`src/design/ragr_pkg.sv`:
```
`timescale 1ns / 1ps
package ragr_pkg;

	localparam int OperandWidth = 32;
	localparam int MagWidth     = 64;

	typedef enum logic [2:0] {
		OP_ADD = 3'd0,
		OP_SUB = 3'd1,
		OP_MUL = 3'd2,
		OP_DIV = 3'd3,
		OP_RED = 3'd4
	} op_t;

	typedef struct packed {
		logic [2:0]         op;
		logic signed [31:0] a_num;
		logic signed [31:0] a_den;
		logic signed [31:0] b_num;
		logic signed [31:0] b_den;
	} in_item_t;

	typedef struct packed {
		logic signed [63:0] res_num;
		logic [62:0]        res_den;
		logic               den_zero;
	} out_item_t;

	typedef enum logic [3:0] {
		ST_IDLE,
		ST_MUL1,
		ST_MUL2,
		ST_SUM,
		ST_GCD,
		ST_DIVN,
		ST_DIVD,
		ST_FIN,
		ST_OUT
	} state_t;

	typedef enum logic [3:0] {
		CMD_NONE,
		CMD_LOAD,
		CMD_MUL1,
		CMD_MUL2,
		CMD_SUM,
		CMD_GCD_STEP,
		CMD_DIVN_INIT,
		CMD_DIV_STEP,
		CMD_DIVD_INIT,
		CMD_FIN
	} cmd_t;

	typedef struct packed {
		logic gcd_done;
		logic div_done;
	} status_t;

endpackage

```
`src/design/ragr_ctrl.sv`:
```
`timescale 1ns / 1ps
module ragr_ctrl (
	input  logic              clk,
	input  logic              arst_n,
	input  logic              in_valid,
	output logic              in_ready,
	output logic              out_valid,
	input  logic              out_ready,
	input  ragr_pkg::status_t status,
	output ragr_pkg::cmd_t    cmd
);

	ragr_pkg::state_t state_q, state_d;

	always_ff @(posedge clk or negedge arst_n) begin
		if (!arst_n) begin
			state_q <= ragr_pkg::ST_IDLE;
		end else begin
			state_q <= state_d;
		end
	end

	always_comb begin
		state_d   = state_q;
		cmd       = ragr_pkg::CMD_NONE;
		in_ready  = 1'b0;
		out_valid = 1'b0;
		case (state_q)
			ragr_pkg::ST_IDLE: begin
				in_ready = 1'b1;
				if (in_valid) begin
					cmd     = ragr_pkg::CMD_LOAD;
					state_d = ragr_pkg::ST_MUL1;
				end
			end
			ragr_pkg::ST_MUL1: begin
				cmd     = ragr_pkg::CMD_MUL1;
				state_d = ragr_pkg::ST_MUL2;
			end
			ragr_pkg::ST_MUL2: begin
				cmd     = ragr_pkg::CMD_MUL2;
				state_d = ragr_pkg::ST_SUM;
			end
			ragr_pkg::ST_SUM: begin
				cmd     = ragr_pkg::CMD_SUM;
				state_d = ragr_pkg::ST_GCD;
			end
			ragr_pkg::ST_GCD: begin
				if (status.gcd_done) begin
					cmd     = ragr_pkg::CMD_DIVN_INIT;
					state_d = ragr_pkg::ST_DIVN;
				end else begin
					cmd = ragr_pkg::CMD_GCD_STEP;
				end
			end
			ragr_pkg::ST_DIVN: begin
				if (status.div_done) begin
					cmd     = ragr_pkg::CMD_DIVD_INIT;
					state_d = ragr_pkg::ST_DIVD;
				end else begin
					cmd = ragr_pkg::CMD_DIV_STEP;
				end
			end
			ragr_pkg::ST_DIVD: begin
				if (status.div_done) begin
					state_d = ragr_pkg::ST_FIN;
				end else begin
					cmd = ragr_pkg::CMD_DIV_STEP;
				end
			end
			ragr_pkg::ST_FIN: begin
				cmd     = ragr_pkg::CMD_FIN;
				state_d = ragr_pkg::ST_OUT;
			end
			ragr_pkg::ST_OUT: begin
				out_valid = 1'b1;
				in_ready  = out_ready;
				if (out_ready) begin
					if (in_valid) begin
						cmd     = ragr_pkg::CMD_LOAD;
						state_d = ragr_pkg::ST_MUL1;
					end else begin
						state_d = ragr_pkg::ST_IDLE;
					end
				end
			end
			default: state_d = ragr_pkg::ST_IDLE;
		endcase
	end

endmodule

```
`config.mk`:
```
export PLATFORM = sky130hd
export DESIGN_NAME = ragr_ctrl
export DESIGN_NICKNAME = d
export VERILOG_FILES = /design/src/design/ragr_pkg.sv /design/src/design/ragr_ctrl.sv
export SDC_FILE = /design/constraint.sdc
export NUM_CORES = 1
export LEC_CHECK = 0
export ABC_CLOCK_PERIOD_IN_PS = 2300
export BUFFER_PORTS_ARGS = -buffer_cell sky130_fd_sc_hd__buf_2
export CAP_MARGIN = 10
export CORE_MARGIN = 5
export CORE_UTILIZATION = 30
export CTS_CLUSTER_SIZE = 24
export DETAILED_ROUTE_END_ITERATION = 8
export PLACE_DENSITY_LB_ADDON = 0.05
export SLEW_MARGIN = 40
export SYNTH_ARGS = -nofsm -noshare
export SYNTH_HDL_FRONTEND = slang
export SYNTH_SLANG_ARGS = --single-unit
export TNS_END_PERCENT = 10
```
`constraint.sdc`:
```
create_clock -name clk -period 2.3 [get_ports clk]
set_input_delay 0.46 -clock clk [delete_from_list [all_inputs] [get_ports clk]]
set_output_delay 0.46 -clock clk [all_outputs]
set_load 0.02 [all_outputs]
```
## Word level (Yosys, flattened, before mapping)

Index checks and enable logic that the tools add are counted.

- Equal/unequal tests: 13
- Muxes and demuxes: 14
- Reductions and logical operators: 2

Operators by type and width:

| cell | count |
|---|---|
| 4-bit one-hot mux with 9 select lines | 2 |
| 4-bit two-way mux | 7 |
| 4-bit by 3-bit == test with 1-bit output, second input constant | 4 |
| 2-bit inequality test, second input constant | 5 |
| 4-bit by 2-bit == test with 1-bit output, second input constant | 2 |
| 5-bit AND reduction | 1 |
| 4-bit by 1-bit == test with 1-bit output, second input constant | 1 |
| 4-bit == test, second input constant | 1 |
| 4-bit zero test | 1 |
| 3-bit two-way mux | 1 |
| 1-bit two-way mux | 2 |
| 2-bit two-way mux | 1 |
| 1-bit one-hot mux with 2 select lines | 1 |

- Flip-flop bits (word level): 4
- Input bits: 6
- Output and inout port bits: 6
- Logic and storage cells: 30

## Logic depth before layout (Yosys ltp)

- Depth in word-level cells: 3
- Depth in mapped cells: 4
- Depth with buffers taken out: 3

## Worst setup path before layout

OpenSTA, ideal clock, no wires.

- Path kind: reg-to-output
- Start: reg state_q[2]
- End: out cmd[0]
- Arrival: 1.491 ns
- Data required time: 1.840 ns
- Path slack: 0.349 ns
- Cell stages (with the launch flop): 5
- Path buffers: 1
- Cells stage by stage: dfrtp_1 buf_6 nand3b_1 a21oi_1 o41ai_1

- Longest elaborated chain between the ends: 2
- Elaborated cells on any way between the ends: 10
- Classes of those cells: eq/ne: 8; mux: 1; reduce/logical: 1

Ends and longest elaborated chain:

| item | line | source |
|---|---|---|
| from (decl) | ragr_ctrl.sv:13 | `ragr_pkg::state_t state_q, state_d;` |
| from (signal assigned) | ragr_ctrl.sv:17 | `state_q <= ragr_pkg::ST_IDLE;` |
| from (signal assigned) | ragr_ctrl.sv:19 | `state_q <= state_d;` |
| 4-bit == test, or another cell as far along | ragr_ctrl.sv:28 | `case (state_q)` |
| 4-bit one-hot mux with 9 select lines (*) | ragr_ctrl.sv:28 |  |
| to (decl) | ragr_ctrl.sv:10 | `output ragr_pkg::cmd_t cmd` |

Every way passes the cells marked *; elsewhere a longest branch is shown, timed or not.

## Worst setup path after layout

- Start: reg state_q[0]
- End: out cmd[0]

Same word-level chain as after synthesis.

==> results.json <==
{
  "syn_area_per_cell_um2": 8.76,
  "grt_pass1_vias": 366,
  "crit_required_ns": 1.84,
  "antenna_left": 0,
  "drt_iter0_markers": 4,
  "critical-path-max-stage-delay_ns": 0.55,
  "seqCellArea_um2": 101,
  "timing.final.max_slew_violations": 0,
  "rsz0062_at_grt": "false",
  "hp-class": "input pin to async pin",
  "final_cell_mix": "buf_2 (11), nor2_1 (5)",
  "drive_above_1_share_pct": 38.6,
  "cts.sinks": 4,
  "synth_cell_type_count": 30,
  "max_cap_viol_count": 0,
  "peakVddDrop_uv": 626,
  "area_delta_synth_final_pct": 14.3,
  "grt_pass1_wl_mm": 1.57,
  "power.density_mw_per_mm2": 1530,
  "syn-num-nets": 53,
  "setup_viol": 0,
  "power_switching_share_pct": 48.6,
  "multiInputGateArea_um2": 269,
  "core_area_mm2": 0.00130,
  "hold_violations": 0,
  "critPathSlowestCell": "dfrtp_1",
  "status": "finished clean",
  "cts_inserted_buffers": 3,
  "nets": 65,
  "die_h_um": 47.0,
  "critical_path_class": "flop to primary output",
  "portBuffers": 11,
  "cts_root_buffer": "clkbuf_4",
  "vias": 376,
  "grt_max_degree": 15,
  "wl_per_cell_um": 12.6,
  "cp-end-kind": "primary output",
  "seqPwrFrac_pct": 29.4,
  "cts_resized": 0,
  "ys_seq_area_share_pct": 24.3,
  "cts_hold_buf": 0,
  "gr-total-overflow": 0,
  "top_regs": "state_q x4",
  "clkPwrFrac_pct": 11.4,
  "fp-row-count": 13,
  "path_cells": "nand3b_1, a21oi_1, o41ai_1, buf_2",
  "fp.dieW_um": 47.0,
  "layout_commonest_cell": "buf_2",
  "post-cts-setup-buffers": 0,
  "slew_headroom_pct": 74.6,
  "htreeDepth": 1,
  "tightest_slew_ns": 0.381,
  "clock_tree.buffer_depth": 2,
  "intPower_mw": 0.371,
  "fin_tns_setup_ns": 0,
  "syn_area_um2": 412,
  "route.detailed.drc": 0,
  "clkLatencyLatePin_ns": 0.23,
  "combinationalPowerShare_pct": 59.3,
  "wirelength_um": 909,
  "startpoint_type": "flop",
  "crit_arrival_ns": 1.60,
  "diodes": 0,
  "fill_cells": 157,
  "start_util_pct": 31.6,
  "hpwl_um": 710,
  "vias_per_cell": 5.22,
  "worst-path-max-fanout": 13,
  "final_util_pct": 36.2,
  "yosys_warnings": 0,
  "worst_clock_skew_ns": 0.00433,
  "leakage_nw": 0.203,
  "tritoncts": "yes",
  "p_switching_mw": 0.350,
  "dr.pass1.iters": 4,
  "die-area_mm2": 0.00221,
  "finalCritPeriodShare_pct": 89.6,
  "path_clk_slew_ns": 0.04,
  "regMostFlops": "state_q",
  "syn-instance-count": 47,
  "fmax_ghz": 0.485,
  "ys_seq_elements": 4,
  "track_usage_pct": 9.86,
  "largest_reg_flops": 4,
  "antenna_found_initial": 0,
  "io_pins": 12,
  "final.min_clock_period_ns": 2.06,
  "gp_congestion": 0.705
}
[final timing paths]
kind                                          end              startpoint  depth (start not counted)  slack, ns
hold / removal             state_q[3]$_DFFE_PN0P_                  arst_n                          1       0.03
hold reg to reg            state_q[1]$_DFFE_PN0P_  state_q[3]$_DFFE_PN0P_                          1       0.64
min in group clk           state_q[3]$_DFFE_PN0P_               out_ready                          3       0.54
max in group asynchronous  state_q[2]$_DFFE_PN0P_                  arst_n                          1       2.14
setup reg to reg           state_q[0]$_DFFE_PN0P_  state_q[1]$_DFFE_PN0P_                          3       1.03
setup / recovery                           cmd[0]  state_q[0]$_DFFE_PN0P_                          4       0.24
[worst max-delay path, delay by kind of cell (launching register included)]
kind,cells,cell delay (ns)
DFF,1,0.55
and+or+nand+nor,1,0.16
AOI/OAI and AO/OA,2,0.43
buffers and inverters,1,0.23
[kinds of logic (layout without fill, tap and decap cells)]
logic type               count (synthesis)  after routing  synth area share [%]
flip-flops                               4              4                  24.3
XOR/XNOR                                 1              1                  2.13
buffers and inverters                    5             15                  10.3
multiplexers                             1              1                  3.65
AO/OA/AOI/OAI                           11             11                  20.7
AND/OR/NAND/NOR                         24             24                  36.2
adder cells (fa/ha/maj)                  1              1                  2.74
[cells in the mapped netlist]
cell       count  area (µm²)
nor4_1         1        6.26
nor2_2         1        6.26
buf_2          1        5.00
o21ai_0        1        5.00
buf_6          3        33.8
maj3_2         1        11.3
nand3b_1       2        15.0
and2_1         1        6.26
a211oi_2       1        12.5
nor2_1         5        18.8
or2_2          1        6.26
a311o_1        1        10.0
mux2_4         1        15.0
nand2b_1       2        12.5
o41ai_1        1        8.76
a21oi_1        3        15.0
a221oi_1       1        8.76
nor3b_1        2        15.0
a21boi_0       1        7.51
nor3_1         1        5.00
nand2_1        2        7.51
inv_1          1        3.75
or2b_1         3        22.5
dfrtp_1        4         100
nand4_1        1        6.26
a21o_2         1        8.76
o2bb2ai_1      1        8.76
nor2b_1        1        6.26
nor4b_2        1        15.0
xor2_1         1        8.76
[layout make-up]
cell class | count | area share [%]
tap | 15 | 3.99
inverter | 1 | 0.798
multi-input combinational | 38 | 57.2
timing repair buffer | 11 | 11.7
clock buffer | 3 | 4.79
sequential | 4 | 21.5
[power groups by stage]
| stage | clock network, mW | logic, mW | registers (mW) |
|---|---|---|---|
| after global routing | 0.0922 | 0.475 | 0.225 |
| after CTS | 0.0865 | 0.438 | 0.210 |
| after detailed placement | 0 | 0.435 | 0.212 |
| after floorplan | 0 | 0.442 | 0.131 |
| final | 0.0819 | 0.427 | 0.212 |
| after global placement | 0 | 0.428 | 0.206 |
[routing by layer]
| layer | up-vias | track usage [%] | share of wire [%] |
|---|---|---|---|
| met5 | - | 0 | 0 |
| met4 | 0 | 4.97 | 0 |
| met3 | 0 | 1.92 | 9.9 |
| met2 | 10 | 16.3 | 45 |
| met1 | 171 | 12.1 | 45 |
| li1 | 195 | - | - |
[per-stage QoR]
stage | worst slack [ns] | total power [mW] | cell area, µm² | hold WS (ns) | instances
5_1_grt | 0.0375 | 0.792 | 470 | 0.0270 | 72
3_3_place_gp | 0.449 | 0.634 | 447 | 0.262 | 69
6_report | 0.238 | 0.721 | 470 | 0.0257 | 72
4_1_cts | 0.145 | 0.734 | 469 | 0.0208 | 72
3_5_place_dp | 0.383 | 0.647 | 447 | 0.267 | 69
2_1_floorplan | 0.349 | 0.573 | 412 | 0.164 | 47
(Power assumes the default switching activity.)
